**config.mk**
```make
export PLATFORM = sky130hd
export DESIGN_NAME = vn_sqrt
export DESIGN_NICKNAME = d
export VERILOG_FILES = /design/src/rtl/core/vn_pkg.sv /design/src/rtl/core/vn_sqrt.sv
export SDC_FILE = /design/constraint.sdc
export NUM_CORES = 1
export LEC_CHECK = 0
export BUFFER_PORTS_ARGS = -buffer_cell sky130_fd_sc_hd__buf_4
export CAP_MARGIN = 20
export CORE_UTILIZATION = 35
export CTS_CLUSTER_DIAMETER = 150
export DETAILED_ROUTE_END_ITERATION = 8
export GPL_TIMING_DRIVEN = 1
export PLACE_DENSITY = 0.48
export SETUP_SLACK_MARGIN = 0.4
export SLEW_MARGIN = 40
export SYNTH_ARGS = -nofsm -noshare
export SYNTH_HDL_FRONTEND = slang
export SYNTH_SLANG_ARGS = --single-unit
```
**constraint.sdc**
```tcl
create_clock -name i_clk -period 3.3 [get_ports i_clk]
set_input_delay 0.165 -clock i_clk [delete_from_list [all_inputs] [get_ports i_clk]]
set_output_delay 0.165 -clock i_clk [all_outputs]
set_load 0.02 [all_outputs]
```
**src/rtl/core/vn_pkg.sv**
```systemverilog
package vn_pkg;

    // Control passed to the square root and divider pipelines: a global advance and the entering valid.
    typedef struct packed {
        logic en;
        logic valid;
    } t_stage_ctl;

endpackage

```
**src/rtl/core/vn_sqrt.sv**
```systemverilog
module vn_sqrt #(
    parameter int CW = 16,
    parameter int PW = 51
) (
    input  logic                  i_clk,
    input  logic                  i_rst_n,
    input  vn_pkg::t_stage_ctl    i_ctl,
    input  logic [2*CW-1:0]       i_sum,
    input  logic [PW-1:0]         i_pay,
    output logic                  o_valid,
    output logic [CW-1:0]         o_root,
    output logic [PW-1:0]         o_pay
);
    localparam int RMW = CW + 2;

    logic [RMW-1:0]  r_rem  [CW];
    logic [CW-1:0]   r_root [CW];
    logic [2*CW-1:0] r_sum  [CW];
    logic [PW-1:0]   r_pay  [CW];
    logic            r_vld  [CW];

    for (genvar g = 0; g < CW; g++) begin : g_stg
        localparam int B = CW - 1 - g;
        logic [RMW-1:0]  p_rem;
        logic [CW-1:0]   p_root;
        logic [2*CW-1:0] p_sum;
        logic [PW-1:0]   p_pay;
        logic            p_vld;
        logic [RMW-1:0]  rem_sh;
        logic [RMW-1:0]  trial;
        logic            take;

        if (g == 0) begin : g_first
            assign p_rem  = '0;
            assign p_root = '0;
            assign p_sum  = i_sum;
            assign p_pay  = i_pay;
            assign p_vld  = i_ctl.valid;
        end else begin : g_next
            assign p_rem  = r_rem[g-1];
            assign p_root = r_root[g-1];
            assign p_sum  = r_sum[g-1];
            assign p_pay  = r_pay[g-1];
            assign p_vld  = r_vld[g-1];
        end

        // Bring down the next two bits of the radicand and try root bit one.
        assign rem_sh = {p_rem[RMW-3:0], p_sum[2*B+1 -: 2]};
        assign trial  = {p_root, 2'b01};
        assign take   = (rem_sh >= trial);

        always_ff @(posedge i_clk) begin
            if (!i_rst_n) begin
                r_vld[g] <= 1'b0;
            end else if (i_ctl.en) begin
                r_vld[g] <= p_vld;
            end
        end

        always_ff @(posedge i_clk) begin
            if (i_ctl.en) begin
                r_rem[g]  <= take ? rem_sh - trial : rem_sh;
                r_root[g] <= {p_root[CW-2:0], take};
                r_sum[g]  <= p_sum;
                r_pay[g]  <= p_pay;
            end
        end
    end

    assign o_valid = r_vld[CW-1];
    assign o_root  = r_root[CW-1];
    assign o_pay   = r_pay[CW-1];

endmodule

```
==> results.yml, run 1 <==
route:
  vias: 23998
  antenna_left: 0
  wl_per_cell_um: 15.3
  drt-pass1-iter-count: 4
  wl_um: 82400
  drt_iter0_markers: 1325
  vias_per_cell: 4.45
  drc: 0
floorplan:
  fp.dieH_um: 389
  initial_core_util: 0.354
  coreArea_mm2: 0.148
  row_count: 141
  die_w_um: 389
  fp.dieArea_mm2: 0.152
  ios: 155
sta:
  slew_headroom: 0.483
  report.final.slew_viol_count: 0
  setup_ws_ps: 496
  fin_setup_tns_ps: 0
  min_period_ps: 2800
  finalHoldViolations: 0
  worst_slew_pin_slew_ps: 775
  fin_skew_ps: 39.8
  rsz0062_at_grt: "true"
  hold_ws_ps: 98.1
  fmax_ghz: 0.357
  finalSetupViolCount: 0
  timing.final.crit_share: 0.850
worst_setup_path:
  crit_required_ps: 3800
  crit_fanout: 16
  crit_start: "r_root[6][22]"
  startpoint_type: "flip-flop"
  slowest_stage: "or3_1"
  crit_end: "r_rem[14][12]"
  critPathKind: "flip-flop to flip-flop"
  r2r_end: "r_rem[14][12]"
  path_buf_inv: 2
  cp.depth: 10
  worstPathArrival_ps: 3300
  ff2ff_path_depth: 10
  reg2reg_slack_ps: 500
  max_stage_delay_ps: 390
  endpoint_kind: "flip-flop"
  crit_chain: "inv_1, ha_2, a21oi_2, a21boi_1, o21ba_2, or3_1, o221ai_4, and2_4, buf_12, mux2_1"
  worstReg2RegStart: "r_root[6][22]"
  crit_family: "compound AO/OA/AOI/OAI gates"
pwr:
  seq_power_share: 0.515
  powerDensity_mw_per_mm2: 694
  p_comb_frac: 0.093
  p_leak_nw: 22.9
  internal_power_mw: 33.8
  clkPwrFrac: 0.392
  switchingPower_mw: 9.96
  ir_drop_mv: 0.467
  switching_share: 0.228
  total_power_mw: 43.8
logic_synthesis:
  synth_commonest_cells: "edfxtp_1, inv_1, ha_1, nor2_1, a21oi_1"
  synth_top_area_frac: 0.818
  synth_area_leader_cell: "edfxtp_1"
  yosys_register_bits: 1432
  synth.yosys.seq_area_share: 0.819
  synth_edf_count: 1431
  async_flop_share: 0
  ys_warn_count: 0
  yosysMostFrequentCell: "edfxtp_1"
  synthCells: 2812
  ys.flop_type: "edfxtp_1"
  netlist_area_mm2: 0.0525
  synthTopCellsByArea: "edfxtp_1, ha_1, xnor2_1, inv_1, mux2_2"
  synth_nets: 3051
  avgSynthCellArea_um2: 18.7
  ys_types: 84
clock_tree:
  cts_tree: "done"
  numCtsBuffers: 158
  cts_buffer_depth: 3
  clk_latency_ps: 770
  htree_levels: 4
  root_buffer: "clkbuf_16"
  cts.sinks: 1432
  cts.clk_slew.worst_paths_ps: 60
layout:
  drive_gt1_frac: 0.162
  final_cells: 5389
  fin_area_mm2: 0.0631
  area_growth_pct: 20.2
  nNetsFinal: 3496
  postLayoutCoreUtil: 0.425
placement:
  place_congestion: 0.839
  io_buffers: 154
  dpl-instance-area_mm2: 0.0567
  dp.cells: 4998
  hpwl_um: 51400
  dp_slack_ps: 221
grt:
  grt_first_pass_wirelength_um: 132000
  track_usage: 0.109
  grt_pass1_vias: 25035
  antenna_found_initial: 6
  grt_max_degree: 138
  grt_overflow: 0
run:
  drv_cap: 0
worst_hold_path:
  min_from: "i_sum[26]"
  hp-class: "primary input to flip-flop"
run_status:
  status: "finished, final reports clean"
## power groups by stage
stage               Combinational, mW  Clock [mW]  Sequential (mW)
global route                     4.54        18.5             22.7
floorplan                        2.56           0             22.7
CTS                              4.00        17.9             22.6
finish                           4.08        17.2             22.5
detailed placement               3.83           0             22.9
global placement                 3.74           0             22.9
## cells in the final DEF (no fill, tap or decap), types with 8 or more instances in the layout
master and n:
inv_1 190, a21oi_1 105, a211oi_1 11, clkbuf_1 35, nor2_1 128, mux2_2 51
xor2_1 60, nor3_1 45, bufinv_16 14, and3_1 24, nor4_1 13, buf_12 21
or2_2 10, nand3b_1 8, nor2b_1 18, nand4_1 17, nand2_1 68, clkinv_16 8
clkinv_1 38, nand2b_1 19, dlygate4sd3_1 88, clkinv_2 19, or3_1 17, mux2_1 12
xnor2_1 100, a21o_1 26, o21a_1 25, mux2i_1 10, ha_1 146, and2_1 8
o211ai_1 8, o21ai_0 63, buf_4 190, clkbuf_16 159, nand3_1 34, edfxtp_1 1431
## how the worst min path moves through the flow
| stage | endpoint | slack, ps | cells after the start |
|---|---|---|---|
| 6_report | r_sum[0][26] | 100 | 2 |
| 3_3_place_gp | r_sum[0][28] | 340 | 1 |
| 3_5_place_dp | r_pay[0][12] | 340 | 1 |
| 2_1_floorplan | r_pay[0][0] | 260 | 0 |
| 5_1_grt | r_pay[0][41] | 30 | 2 |
| 4_1_cts | r_pay[0][41] | 0.3 | 2 |
## logic make-up after synthesis
logic type | Yosys count | synth area share
multiplexers | 80 | 0.0174
adder cells (fa/ha/maj) | 152 | 0.0362
buffers and inverters | 209 | 0.0156
AND/OR/NAND/NOR | 449 | 0.0446
other | 1 | 0.0000714
XOR/XNOR | 160 | 0.0267
flip-flops | 1432 | 0.819
AO/OA/AOI/OAI | 329 | 0.0406
## worst reg2reg max path, cell delays in order, from the launching register on
cell and delay [ps]:
edfxtp_1 380, inv_1 70, ha_2 300, a21oi_2 170, a21boi_1 110, o21ba_2 200, or3_1 390, o221ai_4 230
and2_4 190, buf_12 150, mux2_1 340
## area by class of cell
cell class	count	area [um^2]
well taps	2002	2500
repair buffers	303	2790
inverters	191	717
flip-flops and latches	1432	43000
clock inverters	93	1050
clock buffers	195	4120
diodes	2	5.00
multi-input cells	1171	8940
fillers	13110	85200
## flip-flops by register name (all words and copies together) (netlist names)
name    cells
r_root    136
r_vld      16
r_sum     240
r_pay     816
r_rem     224
## repair_timing
action / in CTS / in global routing
gates resized for setup: 11 / 36
hold buffers: 88 / 0
hold endpoints to repair: 173 / 0
pin swaps: 2 / 8
gates cloned: 0 / 1
setup buffers: 4 / 8
setup endpoints to repair: 56 / 82
## per-layer routing
layer / wire, um / track usage / share of wire
met2: 39800 / 0.178 / 0.48
met1: 36800 / 0.137 / 0.45
met3: 3490 / 0.0269 / 0.042
met4: 2340 / 0.0467 / 0.028
met5: 13 / 0 / 0.00016
No activity file was read; power rests on OpenSTA's default activity.
==> run 2: changes to the inputs <==
ABC_AREA = 1   (was not set)
clock period = 2.9 ns   (was 3.3 ns; I/O delays follow)
==> run 2 against run 1 <==
Against the previous run: sequential power rose by 13%; area after synthesis is 7.4% higher; combinational power increased by 22%; register-to-register slack improved by 70 ps; die area up 7.3%; flip-flop and latch count is the same; worst setup slack better by 70 ps; fmax rose by 20%; worst hold slack worse by 13 ps; final area up 5.5%.
==> results.yml, run 2 <==
run_status:
  status: "finished, final reports clean"
pwr:
  p_leak_nw: 26.5
  ir_drop_mv: 0.548
  powerDensity_mw_per_mm2: 744
  total_power_mw: 49.5
logic_synthesis:
  ys_types: 48
  ys_warn_count: 0
  synth_commonest_cells: "edfxtp_1, nand2_1, inv_1, nor2_1, nand3_1"
  synthTopCellsByArea: "edfxtp_1, nand2_1, inv_1, ha_1, nand3_1"
  synth_area_leader_cell: "edfxtp_1"
  yosys_register_bits: 1432
  synth_mux_area_frac: 0
  async_flop_share: 0
  ys.flop_type: "edfxtp_1"
  synth_top_family_by_area: "simple AND/OR/NAND/NOR gates"
  synthXorXnorAreaFrac: 0.0129
  synth_compound_area_frac: 0.0207
  synth.yosys.seq_area_share: 0.763
  synth-simple-area-share: 0.126
  synthCells: 4148
  avgSynthCellArea_um2: 13.6
  synth_edf_count: 1431
  yosysMostFrequentCell: "edfxtp_1"
  synth_top_area_frac: 0.762
  synthAdderAreaFrac: 0.0337
  synth_nets: 4387
  netlist_area_mm2: 0.0564
run:
  drv_cap: 0
worst_setup_path:
  max_stage_delay_ps: 390
  endpoint_kind: "flip-flop"
  worstPathArrival_ps: 2810
  path_buf_inv: 1
  slowest_stage: "edfxtp_1"
  crit_top_cell: "nor2_2"
  crit_family: "simple AND/OR/NAND/NOR gates"
  crit_required_ps: 3370
  critPathKind: "flip-flop to flip-flop"
  crit_chain: "ha_1, nand2_1, nor2_2, nor2_2, o21bai_4, nand2_4, nand3_4, inv_2, a21oi_2"
  crit_fanout: 14
  startpoint_type: "flip-flop"
floorplan:
  fp.dieArea_mm2: 0.163
  die_w_um: 403
  ios: 155
  row_count: 146
  initial_core_util: 0.354
  coreArea_mm2: 0.159
  fp.dieH_um: 403
clock_tree:
  clk_latency_ps: 780
  cts_buffer_depth: 3
  root_buffer: "clkbuf_16"
  cts.clk_slew.worst_paths_ps: 50
  htree_levels: 4
  cts.sinks: 1432
  post-cts-setup-buffer-count: 0
  numCtsBuffers: 159
  cts_tree: "done"
sta:
  finalSetupViolCount: 0
  fin_skew_ps: 48.8
  fin_setup_tns_ps: 0
  finalHoldViolations: 0
  slew_headroom: 0.560
  report.final.slew_viol_count: 0
  rsz0062_at_grt: "false"
  min_period_ps: 2330
  worst_slew_pin_slew_ps: 659
  timing.final.crit_share: 0.805
  hold_ws_ps: 84.8
  fmax_ghz: 0.428
grt:
  grtUsageMet3: 0.0258
  met1_usage: 0.162
  busiest_layer: "met2"
  grt_overflow: 0
  grt_pass1_vias: 29494
  use_met2: 0.199
  track_usage: 0.122
  grt_max_degree: 99
  antenna_found_initial: 1
  grt_first_pass_wirelength_um: 159000
layout:
  final_common_cell: "edfxtp_1"
  nNetsFinal: 4817
  fill_cells: 14677
  layout_common_cells: "edfxtp_1, nand2_1, inv_1, nor2_1, nand3_1"
  final_cells: 6853
  largest_reg_flops: 816
  regMostFlops: "r_pay"
  register_area_mm2: 0.0430
  area_growth_pct: 18.1
  drive_gt1_frac: 0.108
  multi_input_area_mm2: 0.0109
  reg_top3: "r_pay (816), r_sum (240), r_rem (224)"
worst_hold_path:
  hp-class: "primary input to flip-flop"
route:
  wl_um: 98400
  antenna_left: 0
  drt-pass1-iter-count: 5
  vias_per_cell: 4.32
  wl_per_cell_um: 14.4
  drt_iter0_markers: 1695
  drc: 0
  vias: 29589
placement:
  io_buffers: 154
  dp.cells: 6469
  hpwl_um: 66100
  place_congestion: 0.830
==> run 2: final cells by class <==
class,count,area share
sequential,1432,0.646
multi-input combinational,2092,0.164
clock buffer,202,0.0625
tap,2146,0.0403
timing repair buffer,293,0.0401
inverter,600,0.0339
clock inverter,87,0.0134
antenna,1,0.0000376
==> run 2: cells by family after synthesis <==
family | Yosys count
buf+inv | 624
other cells | 1
compound gates | 201
xor+xnor | 83
flops | 1432
simple gates | 1655
fa+ha+maj | 152
==> run 2: metrics by stage <==
step | worst slack (ps) | instance area (um^2) | util
6_report | 566 | 66600 | 0.418
3_3_place_gp | 314 | 60500 | 0.380
3_5_place_dp | 351 | 60500 | 0.380
5_1_grt | 404 | 66600 | 0.418
4_1_cts | 471 | 66500 | 0.418
2_1_floorplan | 1030 | 56400 | -
==> run 2: what timing repair did <==
action | CTS | global route
hold buffers | 94 | 0
endpoints found under the hold margin | 130 | 0
endpoints found under the setup margin | 16 | 23
gates resized for setup | 1 | 3
==> run 2: power breakdown <==
group | internal [mW] | leakage (nW) | switching (mW)
registers | 24.7 | 13.9 | 0.668
clock network | 11.1 | 2.43 | 8.09
logic | 1.74 | 10.2 | 3.24
total | 37.5 | 26.5 | 12.0
==> run 2: worst paths after layout <==
check,end,cells past startpoint,slack [ps],startpoint
worst max register to register,r_rem[8][13],9,570,r_rem[7][0]
worst min-delay path,r_sum[0][25],2,80,i_sum[25]
worst max-delay path,r_rem[8][13],9,570,r_rem[7][0]
worst min register to register,r_pay[5][0],0,400,r_pay[4][0]
==> run 2: layer usage <==
metal / part of all wire / wire length [um]
met1: 0.46 / 45400
met2: 0.47 / 46600
met3: 0.039 / 3850
met4: 0.026 / 2520
met5: 0 / 0
==> run 3: changes to the inputs <==
ABC_AREA = 0   (was 1)
clock period = 2.3 ns   (was 2.9 ns; I/O delays follow)
==> run 3 against run 2 <==
Against the previous run: the flow now finishes with violations (negative setup slack); count of clock-buffer cells in the layout decreased by 10; final area increased by 6.2%; core utilization increased by 5.8 points; die area decreased by 6.8%; via count decreased by 11%; flip-flop and latch count unchanged; sequential power increased by 28%; largest cell class unchanged; largest power group unchanged.
==> results.yml, run 3 (synthesis results as in run 1) <==
clock_tree:
  cts.sinks: 1432
  numCtsBuffers: 158
  clk_latency_ps: 770
  root_buffer: "clkbuf_16"
  cts.clk_slew.worst_paths_ps: 60
  cts_tree: "done"
  htree_levels: 4
  cts_buffer_depth: 3
placement:
  hpwl_um: 55300
  dp_slack_ps: -495
  io_buffers: 154
  place_congestion: 0.815
  dp.cells: 5284
worst_setup_path:
  slowest_stage: "edfxtp_1"
  crit_top_cell: "buf_6"
  crit_family: "buffers and inverters"
  crit_chain: "inv_2, ha_4, a21o_1, a21o_1, a21oi_2, buf_4, buf_6, buf_6, buf_6, buf_6, buf_6, buf_6, buf_6, buf_6, buf_6, nand2_2, xor2_1, mux2_4"
  cp.depth: 18
  path_buf_inv: 11
  critPathKind: "flip-flop to flip-flop"
  worstPathArrival_ps: 3240
  startpoint_type: "flip-flop"
  ff2ff_path_depth: 18
  crit_fanout: 2
  crit_required_ps: 2800
  max_stage_delay_ps: 400
  endpoint_kind: "flip-flop"
layout:
  regMostFlops: "r_pay"
  final_cells: 5895
  layout_common_cells: "edfxtp_1, buf_4, clkbuf_16, inv_1, dlygate4sd3_1"
  fill_cells: 12285
  largest_reg_flops: 816
  reg_top3: "r_pay (816), r_sum (240), r_rem (224)"
  final_common_cell: "edfxtp_1"
  area_growth_pct: 34.6
  nNetsFinal: 4001
  drive_gt1_frac: 0.366
route:
  drt-pass1-iter-count: 5
  drc: 0
  wl_um: 91600
  vias: 26421
  drt_iter0_markers: 1212
  vias_per_cell: 4.48
  antenna_left: 0
  wl_per_cell_um: 15.5
run_status:
  status: "finished with violations"
  violations: "negative setup slack"
sta:
  worst_slew_pin_slew_ps: 688
  timing.final.crit_share: 1.19
  setup_ws_ps: -436
  report.final.slew_viol_count: 0
  slew_headroom: 0.541
  finalHoldViolations: 0
  rsz0062_at_grt: "true"
  fin_setup_tns_ps: -28170
  fin_skew_ps: 41.5
  min_period_ps: 2740
  finalSetupViolCount: 112
  fmax_ghz: 0.365
floorplan:
  die_w_um: 389
  fp.dieH_um: 389
  initial_core_util: 0.354
  coreArea_mm2: 0.148
  fp.dieArea_mm2: 0.152
  ios: 155
  row_count: 141
grt:
  grt_max_degree: 115
  grt_overflow: 0
  track_usage: 0.120
  antenna_found_initial: 8
  grt_first_pass_wirelength_um: 145000
  grt_pass1_vias: 27625
run:
  drv_cap: 0
pwr:
  total_power_mw: 66.7
  p_leak_nw: 26.1
  powerDensity_mw_per_mm2: 943
  ir_drop_mv: 0.710
worst_hold_path:
  hp-class: "primary input to flip-flop"
  hold_depth: 2
run 3: cell types whose count changed in the layout (fill, tap and decap cells not counted), sizes merged, moves of 25 or more:
cell / delta
a21o: +25
buf: +474
dlygate4sd3: +40
inv: -406
mux2: +70
nand2: -990
nand3: -177
nand4: -35
nor2: -122
xnor2: +75
run 3: layout make-up:
type / count / area [um^2] / share of cell area
sequential: 1432 / 43000 / 0.608
clock inverter: 96 / 1120 / 0.0158
clock buffer: 192 / 4100 / 0.0581
antenna: 3 / 7.51 / 0.000106
timing repair buffer: 807 / 7110 / 0.101
tap: 2002 / 2500 / 0.0354
multi-input combinational: 1172 / 12100 / 0.171
inverter: 191 / 724 / 0.0103
run 3: routing by layer:
layer | up-vias | part of all wire | track usage
met2 | 444 | 0.50 | 0.202
met3 | 218 | 0.040 | 0.0283
met5 | - | 0.00011 | 0
li1 | 12712 | - | -
met4 | 2 | 0.036 | 0.0527
met1 | 13045 | 0.43 | 0.147
run 3: per-stage QoR:
| step | utilization | cell area (um^2) | hold slack (ps) |
|---|---|---|---|
| 2_1_floorplan | - | 53900 | 214 |
| 3_3_place_gp | 0.405 | 60100 | 293 |
| 3_5_place_dp | 0.405 | 60100 | 294 |
| 4_1_cts | 0.467 | 69200 | 0.199 |
| 5_1_grt | 0.476 | 70700 | 19.4 |
| 6_report | 0.476 | 70700 | 70.3 |
run 3: worst paths after layout:
path,from,end,slack (ps)
max,r_root[5][5],r_rem[11][10],-440
min,i_sum[25],r_sum[0][25],70
min reg2reg,r_pay[7][22],r_pay[8][22],400
max reg2reg,r_root[5][5],r_rem[11][10],-440
run 3: timing repair:
item	CTS	global route
gates cloned	6	0
hold buffers	134	0
gates resized for setup	361	212
endpoints found under the setup margin	227	234
buffers inserted	121	59
endpoints found under the hold margin	143	0
pin swaps	137	105
run 3: power breakdown:
| part | internal, mW | switching, mW | total [mW] |
|---|---|---|---|
| Clock | 14.7 | 10.3 | 25.0 |
| Combinational | 4.98 | 4.31 | 9.29 |
| Sequential | 31.4 | 1.04 | 32.4 |
| Total | 51.0 | 15.7 | 66.7 |
run 3: worst register-to-register path, stage by stage (launching register included):
cell      delay, ps
edfxtp_1        400
inv_2            90
ha_4            200
a21o_1          150
a21o_1          170
a21oi_2         160
buf_4           140
buf_6            80
buf_6            80
buf_6            80
buf_6            80
buf_6            80
buf_6            80
buf_6            80
buf_6            80
buf_6            80
nand2_2          40
xor2_1          150
mux2_4          260
