File: config.mk
export PLATFORM = sky130hd
export DESIGN_NAME = vn_div
export DESIGN_NICKNAME = d
export VERILOG_FILES = /design/src/rtl/core/vn_pkg.sv /design/src/rtl/core/vn_div.sv
export SDC_FILE = /design/constraint.sdc
export NUM_CORES = 1
export LEC_CHECK = 0
export BUFFER_PORTS_ARGS = -buffer_cell sky130_fd_sc_hd__buf_4
export CAP_MARGIN = 20
export CORE_AREA = 2 2 258 260
export CTS_CLUSTER_SIZE = 30
export DETAILED_ROUTE_END_ITERATION = 16
export DIE_AREA = 0 0 260 262
export PLACE_DENSITY = 0.77
export SETUP_SLACK_MARGIN = 0.15
export SYNTH_ARGS = -nofsm -noshare
export SYNTH_HDL_FRONTEND = slang
export SYNTH_SLANG_ARGS = --single-unit
File: constraint.sdc
create_clock -name i_clk -period 3.7 [get_ports i_clk]
set_clock_uncertainty 0.1 [all_clocks]
set_input_delay 0.74 -clock i_clk [delete_from_list [all_inputs] [get_ports i_clk]]
set_output_delay 0.74 -clock i_clk [all_outputs]
set_load 0.1 [all_outputs]
File: src/rtl/core/vn_pkg.sv
package vn_pkg;

    // Control passed to the square root and divider pipelines: a global advance and the entering valid.
    typedef struct packed {
        logic en;
        logic valid;
    } t_stage_ctl;

endpackage

File: src/rtl/core/vn_div.sv
module vn_div #(
    parameter int CW  = 16,
    parameter int UFB = 14
) (
    input  logic                  i_clk,
    input  logic                  i_rst_n,
    input  vn_pkg::t_stage_ctl    i_ctl,
    input  logic [CW-1:0]         i_mag,
    input  logic                  i_neg,
    input  logic [CW-1:0]         i_len,
    output logic                  o_valid,
    output logic [UFB:0]          o_quo,
    output logic                  o_neg,
    output logic [CW-1:0]         o_len
);
    localparam int NS = UFB + 1;

    logic [CW:0]   r_rem [NS];
    logic [UFB:0]  r_quo [NS];
    logic [CW-1:0] r_len [NS];
    logic          r_neg [NS];
    logic          r_vld [NS];

    // Magnitude never exceeds the length, so the remainder stays below it
    // and the quotient fits in UFB+1 bits.
    for (genvar g = 0; g < NS; g++) begin : g_stg
        logic [CW:0]   p_rem;
        logic [UFB:0]  p_quo;
        logic [CW-1:0] p_len;
        logic          p_neg;
        logic          p_vld;
        logic          take;

        if (g == 0) begin : g_first
            assign p_rem = {1'b0, i_mag};
            assign p_quo = '0;
            assign p_len = i_len;
            assign p_neg = i_neg;
            assign p_vld = i_ctl.valid;
        end else begin : g_next
            assign p_rem = {r_rem[g-1][CW-1:0], 1'b0};
            assign p_quo = r_quo[g-1];
            assign p_len = r_len[g-1];
            assign p_neg = r_neg[g-1];
            assign p_vld = r_vld[g-1];
        end

        assign take = (p_rem >= {1'b0, p_len});

        always_ff @(posedge i_clk) begin
            if (!i_rst_n) begin
                r_vld[g] <= 1'b0;
            end else if (i_ctl.en) begin
                r_vld[g] <= p_vld;
            end
        end

        always_ff @(posedge i_clk) begin
            if (i_ctl.en) begin
                r_rem[g] <= take ? p_rem - {1'b0, p_len} : p_rem;
                r_quo[g] <= {p_quo[UFB-1:0], take};
                r_len[g] <= p_len;
                r_neg[g] <= p_neg;
            end
        end
    end

    assign o_valid = r_vld[NS-1];
    assign o_quo   = r_quo[NS-1];
    assign o_neg   = r_neg[NS-1];
    assign o_len   = r_len[NS-1];

endmodule

==> out/results.ini, run 1 <==
[synth]
synth_top_area_share_pct=56.7
yosysWarningCount=0
synthTopCellsByArea=edfxtp_1 (57%), ha_1 (9.2%), mux2_2 (4.1%)
synthesis.area_um2=32500
synth-seq-area-share_pct=56.8
synth-edff-count=613
synth_async_sr_flop_share_pct=0
synth_nets=2932
synth-seq-cells=614
syn_area_per_cell_um2=12.3
syn_inst=2642
synth_top_cell_by_area=edfxtp_1
synth.distinct_cells=72
synth_top_flop_cell=edfxtp_1

[critical_path]
reg2reg_slack_ns=0.30
crit_type=reg -> reg
worst_ep_arrival_time_ns=3.65
setup.worst_path.start_class=register
crit_required_ns=3.95
reg2reg_to=r_rem[1][99]$_DFFE_PP_
cp-end-kind=register
cpMaxStageDelayCell=o32ai_1
cpPeakStageDelay_ns=0.57
crit_fanout=5
cp_cell_sequence=ha_1 -> nor2b_1 -> o31a_1 -> o32ai_1 -> o21ai_0 -> a311o_1 -> a21oi_1 -> xnor2_1 -> mux2_2
timing.rr.start=r_rem[1][69]$_DFFE_PP_
ff2ff_path_depth=9

[run]
drv_cap=0

[floorplanning]
rows=94
die_area_um2=68100
die_w_um=260
chipHeight_um=262
start_util_pct=49.7
core_um2=65300
ios=70

[clocking]
cts_buffer_depth=3
clkLatencyLatePin_ns=0.60
cts_buffers=69
cts.sinks=614
h-tree-depth=3
cts_root_buf=clkbuf_16
path_clk_slew_ns=0.06
cts_tree=built
cts_hold_buffers=0

[pwr]
ir_drop_mv=0.402
intPower_mw=20.4
seq_power_share_pct=35.5
p_per_area_nw_per_um2=846
share_comb_of_total_power_pct=41.8
pwr-share-clk_pct=22.8
swShare_pct=34.3
switchingPower_mw=10.7
leakage_nw=14.9

[placement]
dpl_worst_slack_ns=0.296
dp_hpwl_um=45500
port_buffers=69
place_congestion=0.923

[grt]
grtUsageTotal_pct=18.6
grt_first_pass_wirelength_um=103000
grt_pass1_vias=20700
antenna_found_initial=0
overflow=0
grt_max_degree=129

[finish]
multi_input_area_um2=12800
fillers=5127
area_growth_pct=13.2
final_nets=3074
layout-drive-gt1-share_pct=12.5
seq_area_um2=18400
layout_common_cells=edfxtp_1 (613), inv_1 (299), ha_1 (239)
n_antenna_cell=0
layout_commonest_cell=edfxtp_1

[routing]
wl_um=63600
firstDrtPassIters=7
vias=20700
wl_per_cell_um=17.2
drc=0
drt_iter0_drc=1605
ant_nets=0
drt-vias-per-instance=5.60

[timing]
worst_pin_slew_ns=0.795
fin_crit_ns=3.40
rsz0062_at_grt=false
slew_viol_final=0
setup_viol=0
setup_ws_ns=0.301
final-hold-violation-count=0
setup_tns_ns=0
slew_headroom_pct=46.3
fmax_mhz=294
period_share_pct=91.9

[min_path]
hold_depth=1
min-delay-start=i_len[15]
hold_path.class=in -> reg
holdPathEnd=r_len[0][15]$_DFFE_PP_

[outcome]
status=completed

==> cell type report <==
type                       instances  share of cell area, %
sequential                       614                   50.1
multi-input combinational       1692                   34.8
clock buffer                      92                   5.27
inverter                         299                   3.05
tap                              864                   2.94
timing repair buffer             108                   2.60
clock inverter                    32                   1.17
==> metrics by stage <==
step	hold slack, ns	power, mW	std cells	cell area (µm²)	util, %
after detailed placement	0.305	23.8	3575	34400	52.6
after global placement	0.301	23.2	3575	34400	52.6
final	0.234	31.1	3701	36700	56.3
after global routing	0.216	33.0	3701	36700	56.3
after floorplan	0.300	20.6	2642	32500	-
after CTS	0.195	31.1	3699	36700	56.3
==> worst max-delay path, delay by kind of cell, from the launching register on <==
kind,cells,cell delay (ns)
and+or+nand+nor,1,0.17
muxes,1,0.25
AOI/OAI and AO/OA,5,1.80
DFF,1,0.39
adders and majority gates,1,0.38
xor gates and xnor gates,1,0.07
==> power by group through the flow <==
stage	sequential (mW)	combinational, mW	clock (mW)
floorplan	10.9	9.63	0
CTS	11.0	12.8	7.24
finish	11.0	13.0	7.08
detailed placement	11.1	12.7	0
global route	11.2	14.3	7.49
global placement	11.1	12.1	0
==> kinds of logic after synthesis <==
kind of cell / synth area share [%]
DFF: 56.8
adders and majority gates: 10.1
muxes: 4.81
AOI/OAI and AO/OA: 12.6
buffers and inverters: 3.93
xor gates and xnor gates: 4.15
and+or+nand+nor: 7.71
==> timing repair <==
action,4_1_cts,5_1_grt
resized for setup,0,1
setup endpoints to repair,0,11
setup buffers,0,2
==> routing by layer <==
metal | part of all wire (%) | global-route usage [%] | up-vias | wire, µm
met5 | 0 | 0 | - | 0
met4 | 2.8 | 6.91 | 0 | 1790
met3 | 5.5 | 2.86 | 143 | 3470
met2 | 49 | 32.3 | 599 | 31000
met1 | 43 | 23.4 | 9935 | 27300
li1 | - | - | 10000 | -
==> flip-flops by register name, summed over array words and instances, names as in the netlist <==
signal  flops
r_quo     120
r_neg      15
r_len     240
r_rem     224
r_vld      15
==> cells in the mapped netlist, types with 8 or more instances <==
cell	instances
fa_1	14
xor2_1	54
nor3_1	32
o31ai_1	16
and3_1	25
nand4_1	17
o21a_1	53
nand2_1	121
o211ai_1	9
ha_1	239
a211oi_1	17
a21oi_1	183
o21bai_1	13
nand3_1	38
o22ai_1	9
o31a_1	17
nor2_1	144
inv_1	299
nand2b_1	29
and2_1	16
xnor2_1	100
edfxtp_1	613
clkbuf_1	30
or2_2	8
o21ai_0	140
a21boi_0	8
nor2b_1	51
a211o_1	11
a21o_1	69
mux2_2	117
mux2i_1	14
a31oi_1	19
==> how the worst max path moves through the flow <==
stage | slack [ns] | endpoint | startpoint | cells after the start
2_1_floorplan | 0.29 | r_rem[0][10]$_DFFE_PP_ | i_len[3] | 10
3_3_place_gp | 0.38 | r_rem[0][19]$_DFFE_PP_ | r_len[0][1]$_DFFE_PP_ | 11
3_5_place_dp | 0.30 | r_rem[0][71]$_DFFE_PP_ | r_len[0][49]$_DFFE_PP_ | 10
4_1_cts | 0.26 | r_rem[0][71]$_DFFE_PP_ | r_len[0][49]$_DFFE_PP_ | 10
5_1_grt | 0.15 | r_rem[0][23]$_DFFE_PP_ | r_len[0][1]$_DFFE_PP_ | 11
6_report | 0.30 | r_rem[1][99]$_DFFE_PP_ | r_rem[1][69]$_DFFE_PP_ | 9
(Power assumes the default switching activity.)
==> inputs of run 2 (changes only) <==
Settings changed: ABC_AREA set to 1, CORE_AREA 2 2 258 260 to 2 2 276 278, DIE_AREA 0 0 260 262 to 0 0 278 280.
==> run 2 against run 1 <==
- area after synthesis increased by 15%
- flip-flop and latch count stayed put
- sequential share of layout area decreased by 5.2 points
- critical path depth is 2 higher
- via count up 34%
- maximum frequency grew 32%
- utilization shrank 1.8 points
- synthesized cell count up 65%
- die area is 14% higher
- routed wire length grew 33%
- critical endpoint is now r_rem[0][120]$_DFFE_PP_
==> out/results.ini, run 2 <==
[finish]
fillers=6680  ; +30%
n_antenna_cell=0  ; unchanged
final_cells=5503  ; +49%
largest_register_ffs=240  ; unchanged
area_growth_pct=10.1
top_register=r_len
utilization_pct=54.5  ; -1.8 points
reg_top3=r_len: 240 flops, r_rem: 224 flops, r_quo: 120 flops
layout-drive-gt1-share_pct=6.92  ; -5.6 points
final_area_um2=41000  ; +11%
layout_common_cells=nand2_1 (1571), inv_1 (808), edfxtp_1 (613)
layout_commonest_cell=nand2_1
final_nets=4761  ; +55%

[timing]
final-hold-violation-count=0  ; unchanged
rsz0062_at_grt=false
period_share_pct=69.3  ; -23 points
slew_headroom_pct=59.3  ; +13 points
slew_viol_final=0  ; unchanged
setup_ws_ns=1.13  ; +0.834 ns
fin_crit_ns=2.57  ; -0.834 ns
setup_tns_ns=0  ; unchanged
fmax_mhz=390  ; +32%
hold_slack_ns=0.220  ; -0.0140 ns
setup_viol=0  ; unchanged
worst_pin_slew_ns=0.610  ; -0.186 ns

[synth]
synth_most_common_cell=nand2_1
synth-seq-cells=614  ; unchanged
synth_nets=4653  ; +59%
syn_inst=4363  ; +65%
synth-seq-area-share_pct=49.5  ; -7.2 points
synthTopCellsByCount=nand2_1 (1571), inv_1 (808), edfxtp_1 (613)
synthTopCellsByArea=edfxtp_1 (49%), nand2_1 (16%), inv_1 (8.2%)
synth.distinct_cells=40  ; -44%
yosysWarningCount=0  ; unchanged
synth-edff-count=613  ; unchanged
synth_top_area_share_pct=49.5  ; -7.2 points
syn_area_per_cell_um2=8.53  ; -31%
synth_top_flop_cell=edfxtp_1
synth_async_sr_flop_share_pct=0  ; unchanged
synthesis.area_um2=37200  ; +15%
synth_top_cell_by_area=edfxtp_1

[grt]
grtUsageTotal_pct=21.9  ; +3.3 points
overflow=0  ; unchanged
grt_first_pass_wirelength_um=136000  ; +32%
grt_max_degree=95  ; -26%
grt_pass1_vias=26500  ; +28%
antenna_found_initial=2  ; +2

[placement]
place_congestion=0.918  ; -0.55%
port_buffers=69  ; unchanged
placed_cells=5378  ; +50%
dpl_worst_slack_ns=0.902  ; +0.606 ns
dp_hpwl_um=64200  ; +41%
placed_area_um2=38700  ; +13%

[clocking]
cts_root_buf=clkbuf_16
path_clk_slew_ns=0.06  ; about the same
cts_hold_buffers=0  ; unchanged
h-tree-depth=3  ; unchanged
cts.sinks=614  ; unchanged
clkLatencyLatePin_ns=0.61  ; about the same
cts_tree=built
cts_resized=0  ; unchanged
cts_buffer_depth=3  ; unchanged
post-cts-setup-buffers=0  ; unchanged
cts_buffers=69  ; unchanged

[critical_path]
ff2ff_path_depth=11  ; +2
path_buf_inv=1  ; +1
cpPeakStageDelay_ns=0.53  ; -0.04 ns
setup.worst_path.start_class=register
cp-end-kind=register
crit_fanout=18  ; +13
crit_family=simple AND/OR/NAND/NOR gates
cp_common_cell=nand2_1
crit_required_ns=3.93  ; -0.02 ns
worst_ep_arrival_time_ns=2.79  ; -0.86 ns
cp_cell_sequence=inv_1 -> ha_1 -> nand2_1 -> nand2_1 -> nand2_1 -> nand2_1 -> nand2_1 -> nand3_2 -> nand2_2 -> nand2_4 -> o21ai_0
cp_num_cells=11  ; +2
crit_type=reg -> reg
cpMaxStageDelayCell=edfxtp_1

[floorplanning]
die_w_um=278  ; +6.9%
die_area_um2=77800  ; +14%
start_util_pct=49.5  ; -0.26 points
core_um2=75200  ; +15%
chipHeight_um=280  ; +6.9%
ios=70  ; unchanged
rows=101  ; +7.4%

[run]
drv_cap=0  ; unchanged

[routing]
drt-vias-per-instance=5.04  ; -10%
drc=0  ; unchanged
drt_iter0_drc=2090  ; +30%
wl_per_cell_um=15.3  ; -11%
wl_um=84300  ; +33%
firstDrtPassIters=6  ; -1
vias=27700  ; +34%
ant_nets=0  ; unchanged

[pwr]
leakage_nw=20.2  ; +35%
ir_drop_mv=0.438  ; +8.9%
seq_power_share_pct=34.9  ; -0.6 points
share_comb_of_total_power_pct=43.5  ; +1.7 points
p_per_area_nw_per_um2=766  ; -9.4%
swShare_pct=40.7  ; +6.4 points
p_total_mw=31.4  ; +0.93%
switchingPower_mw=12.8  ; +20%
intPower_mw=18.6  ; -8.9%
pwr-share-clk_pct=21.6  ; -1.2 points

[outcome]
status=completed

[min_path]
hold_depth=1  ; unchanged
hold_path.class=in -> reg

-- run 2: cell types whose count changed after synthesis, moves of 30 or more --
cell,change
nand2_2,+30
xnor2_1,-71
nand3b_1,+54
nand3_1,+245
o21a_1,-53
a21o_1,-68
nand2_1,+1450
nor2_1,+73
inv_1,+509
mux2_2,-117
nor2b_1,-51
nand4_1,+41
o21ai_0,-121
a21oi_1,-50
-- run 2: worst paths after layout --
kind                                              from                 endpoint  slack [ns]
worst min-delay path                          i_len[6]    r_len[0][6]$_DFFE_PP_        0.22
worst min register to register  r_quo[1][38]$_DFFE_PP_   r_quo[1][54]$_DFFE_PP_        0.31
worst max register to register  r_len[0][98]$_DFFE_PP_  r_rem[0][120]$_DFFE_PP_        1.13
worst max-delay path            r_len[0][98]$_DFFE_PP_  r_rem[0][120]$_DFFE_PP_        1.13
-- run 2: power by group through the flow --
stage | Sequential (mW) | Combinational [mW] | Clock, mW
detailed placement | 11.1 | 13.5 | 0
global placement | 11.0 | 13.2 | 0
CTS | 10.9 | 13.6 | 6.96
floorplan | 10.7 | 10.5 | 0
finish | 10.9 | 13.7 | 6.79
global route | 11.1 | 15.6 | 7.21
-- run 2: layer usage --
metal | global-route usage (%) | up-vias | part of all wire (%)
li1 | - | 14100 | -
met1 | 27.9 | 12700 | 43
met2 | 37.5 | 729 | 48
met3 | 3.01 | 172 | 5.5
met4 | 8.88 | 0 | 3.5
met5 | 0 | - | 0
-- run 2: logic make-up (layout without fill, tap and decap cells) --
kind of cell    Yosys count  after routing  synth area share (%)
simple gates           2380           2380                  27.9
buf+inv                 861           1023                  9.36
flops                   614            614                  49.5
fa+ha+maj               253            253                  8.79
compound gates          163            163                  2.28
xor+xnor                 92             92                  2.17
-- run 2: final cells by class --
cell class	instances	area (µm²)	area share [%]
flip-flops and latches	614	18400	45.0
multi-input cells	2888	15300	37.3
inverters	816	3080	7.52
clock buffers	86	1830	4.48
well taps	978	1220	2.99
repair buffers	82	698	1.70
clock inverters	39	404	0.987
==> inputs of run 3 (changes only) <==
Clock period 3.7 ns to 2.4 ns, I/O delays scaled along.
==> run 3 against run 2 <==
- clock power grew 61%
- non-clock buffer count grew 193
- routed wire length grew 10%
- combinational power grew 82%
- register-to-register slack lost 0.95 ns
- first-iteration DRC count shrank 0.14%
- final area grew 9.1%
- clock-buffer cell count shrank 10
- flip-flop and latch count is the same
- utilization grew 5.0 points
- critical endpoint is now r_rem[0][19]$_DFFE_PP_
==> out/results.ini, run 3 (synthesized netlist as in run 2, its figures left out) <==
[routing]
wl_um=92800  ; +10%
drt-vias-per-instance=5.11  ; +1.4%
firstDrtPassIters=6  ; unchanged
vias=29100  ; +5.0%
ant_nets=0  ; unchanged
drc=0  ; unchanged
wl_per_cell_um=16.3  ; +6.3%
drt_iter0_drc=2087  ; -0.14%

[grt]
grt_first_pass_wirelength_um=143000  ; +5.2%
grtUsageTotal_pct=23.0  ; +1.2 points
grt_max_degree=95  ; unchanged
antenna_found_initial=1  ; -1
overflow=0  ; unchanged
grt_pass1_vias=27700  ; +4.5%

[pwr]
switchingPower_mw=21.5  ; +69%
leakage_nw=21.2  ; +5.1%
swShare_pct=40.5  ; -0.13 points
ir_drop_mv=0.745  ; +70%
pwr-share-clk_pct=20.5  ; -1.1 points
seq_power_share_pct=32.5  ; -2.4 points
share_comb_of_total_power_pct=47.0  ; +3.5 points
p_per_area_nw_per_um2=1190  ; +55%
intPower_mw=31.5  ; +69%

[placement]
dp_hpwl_um=68000  ; +5.8%
placed_cells=5472  ; +1.7%
port_buffers=69  ; unchanged
place_congestion=0.918  ; about the same
placed_area_um2=39500  ; +2.0%

[finish]
largest_register_ffs=240  ; unchanged
layout-drive-gt1-share_pct=15.9  ; +9.0 points
n_antenna_cell=0  ; unchanged
layout_common_cells=nand2_1 (1542), inv_1 (794), edfxtp_1 (613)
area_growth_pct=20.2
layout_commonest_cell=nand2_1
final_area_um2=44700  ; +9.1%
final_nets=4954  ; +4.1%
top_register=r_len
final_cells=5694  ; +3.5%
reg_top3=r_len: 240 flops, r_rem: 224 flops, r_quo: 120 flops
fillers=6268  ; -6.2%

[clocking]
cts_buffers=68  ; -1.4%
cts_buffer_depth=3  ; unchanged
cts.sinks=614  ; unchanged
path_clk_slew_ns=0.06  ; about the same
cts_root_buf=clkbuf_16
cts_tree=built
clkLatencyLatePin_ns=0.61  ; about the same
h-tree-depth=3  ; unchanged

[critical_path]
cp-end-kind=register
setup.worst_path.start_class=register
cpMaxStageDelayCell=edfxtp_1
cpPeakStageDelay_ns=0.48  ; -0.05 ns
worst_ep_arrival_time_ns=2.47  ; -0.32 ns
cp_cell_sequence=ha_4 -> ha_1 -> nand2_1 -> nor2_1 -> nand2_1 -> o21ai_2 -> nor2_4 -> buf_4 -> nand3_1 -> nand2_1
reg2reg_slack_ns=0.18  ; -0.95 ns
path_buf_inv=1  ; unchanged
timing.rr.start=r_rem[0][0]$_DFFE_PP_
crit_family=simple AND/OR/NAND/NOR gates
crit_type=reg -> reg
crit_required_ns=2.65  ; -1.28 ns
cp_common_cell=nand2_1
reg2reg_to=r_rem[0][19]$_DFFE_PP_
crit_fanout=10  ; -8
ff2ff_path_depth=10  ; -1

[run]
drv_cap=0  ; unchanged

[timing]
rsz0062_at_grt=true
setup_tns_ns=0  ; unchanged
worst_pin_slew_ns=0.639  ; +0.0293 ns
fmax_mhz=451  ; +16%
slew_viol_final=0  ; unchanged
final-hold-violation-count=0  ; unchanged
slew_headroom_pct=57.3  ; -2.0 points
setup_viol=0  ; unchanged
period_share_pct=92.4  ; +23 points
fin_crit_ns=2.22  ; -0.349 ns

[floorplanning]
core_um2=75200  ; unchanged
chipHeight_um=280  ; unchanged
die_area_um2=77800  ; unchanged
rows=101  ; unchanged
die_w_um=278  ; unchanged
start_util_pct=49.5  ; unchanged
ios=70  ; unchanged

[outcome]
status=completed

[min_path]
holdPathEnd=r_vld[8]$_DFF_P_
min-delay-start=i_rst_n
hold_depth=3  ; +2
hold_path.class=in -> reg

-- run 3: cell count changes in the layout (fill, tap and decap cells not counted), sizes merged, moves of 2 or more --
| cell | change |
|---|---|
| buf | +176 |
| bufinv | +3 |
| clkbuf | -10 |
| clkinv | +5 |
| dlygate4sd3 | +17 |
| inv | -2 |
-- run 3: routing by layer --
layer / vias up / global-route usage [%] / part of all wire, %
met5: - / 0 / 0
met2: 911 / 40.9 / 50
met1: 13400 / 28.5 / 41
li1: 14500 / - / -
met4: 0 / 9.59 / 4.3
met3: 252 / 2.51 / 5.1
-- run 3: what timing repair did --
| item | in CTS | in global routing |
|---|---|---|
| endpoints found under the hold margin | 17 | 0 |
| buffers inserted | 18 | 64 |
| hold buffers | 17 | 0 |
| setup endpoints to repair | 97 | 221 |
| gates resized for setup | 20 | 298 |
| gates cloned | 0 | 1 |
| pin swaps | 3 | 36 |
-- run 3: final cells by class --
| class | count | area, µm² | share of cell area (%) |
|---|---|---|---|
| clock buffers | 76 | 1770 | 3.97 |
| clock inverters | 46 | 544 | 1.22 |
| inverters | 816 | 3080 | 6.90 |
| multi-input cells | 2889 | 17300 | 38.7 |
| flip-flops and latches | 614 | 18400 | 41.2 |
| well taps | 978 | 1220 | 2.74 |
| repair buffers | 275 | 2330 | 5.21 |
-- run 3: worst max-delay path by stage --
stage / from / to / cells after the start
floorplan: i_len[2] / r_rem[0][8]$_DFFE_PP_ / 15
global placement: r_rem[1][13]$_DFFE_PP_ / r_rem[1][28]$_DFFE_PP_ / 10
detailed placement: r_rem[1][13]$_DFFE_PP_ / r_rem[1][28]$_DFFE_PP_ / 10
CTS: r_len[1][6]$_DFFE_PP_ / r_rem[1][28]$_DFFE_PP_ / 11
global route: r_len[0][3]$_DFFE_PP_ / r_rem[0][24]$_DFFE_PP_ / 12
finish: r_rem[0][0]$_DFFE_PP_ / r_rem[0][19]$_DFFE_PP_ / 10
-- run 3: power groups by stage --
stage / Combinational (mW) / Sequential, mW / Clock (mW)
after global routing: 27.9 / 17.5 / 11.5
final: 24.9 / 17.3 / 10.9
after CTS: 22.2 / 16.8 / 11.1
after detailed placement: 21.8 / 17.0 / 0
after global placement: 21.5 / 17.0 / 0
after floorplan: 16.2 / 16.5 / 0
-- run 3: worst min-delay path: stages --
cell	delay, ns
buf_4	0.09
nand3_1	0.06
o21ai_0	0.07
-- run 3: metrics by stage --
| step | utilization [%] | hold slack [ns] | power [mW] | setup slack, ns |
|---|---|---|---|---|
| after floorplan | - | 0.300 | 32.7 | 0.336 |
| after global placement | 52.5 | 0.301 | 38.5 | -0.0135 |
| after detailed placement | 52.5 | 0.305 | 38.8 | -0.0204 |
| after CTS | 56.2 | 0.0111 | 50.2 | 0.122 |
| after global routing | 59.5 | 0.0481 | 56.9 | 0.0954 |
| final | 59.5 | 0.0466 | 53.1 | 0.183 |
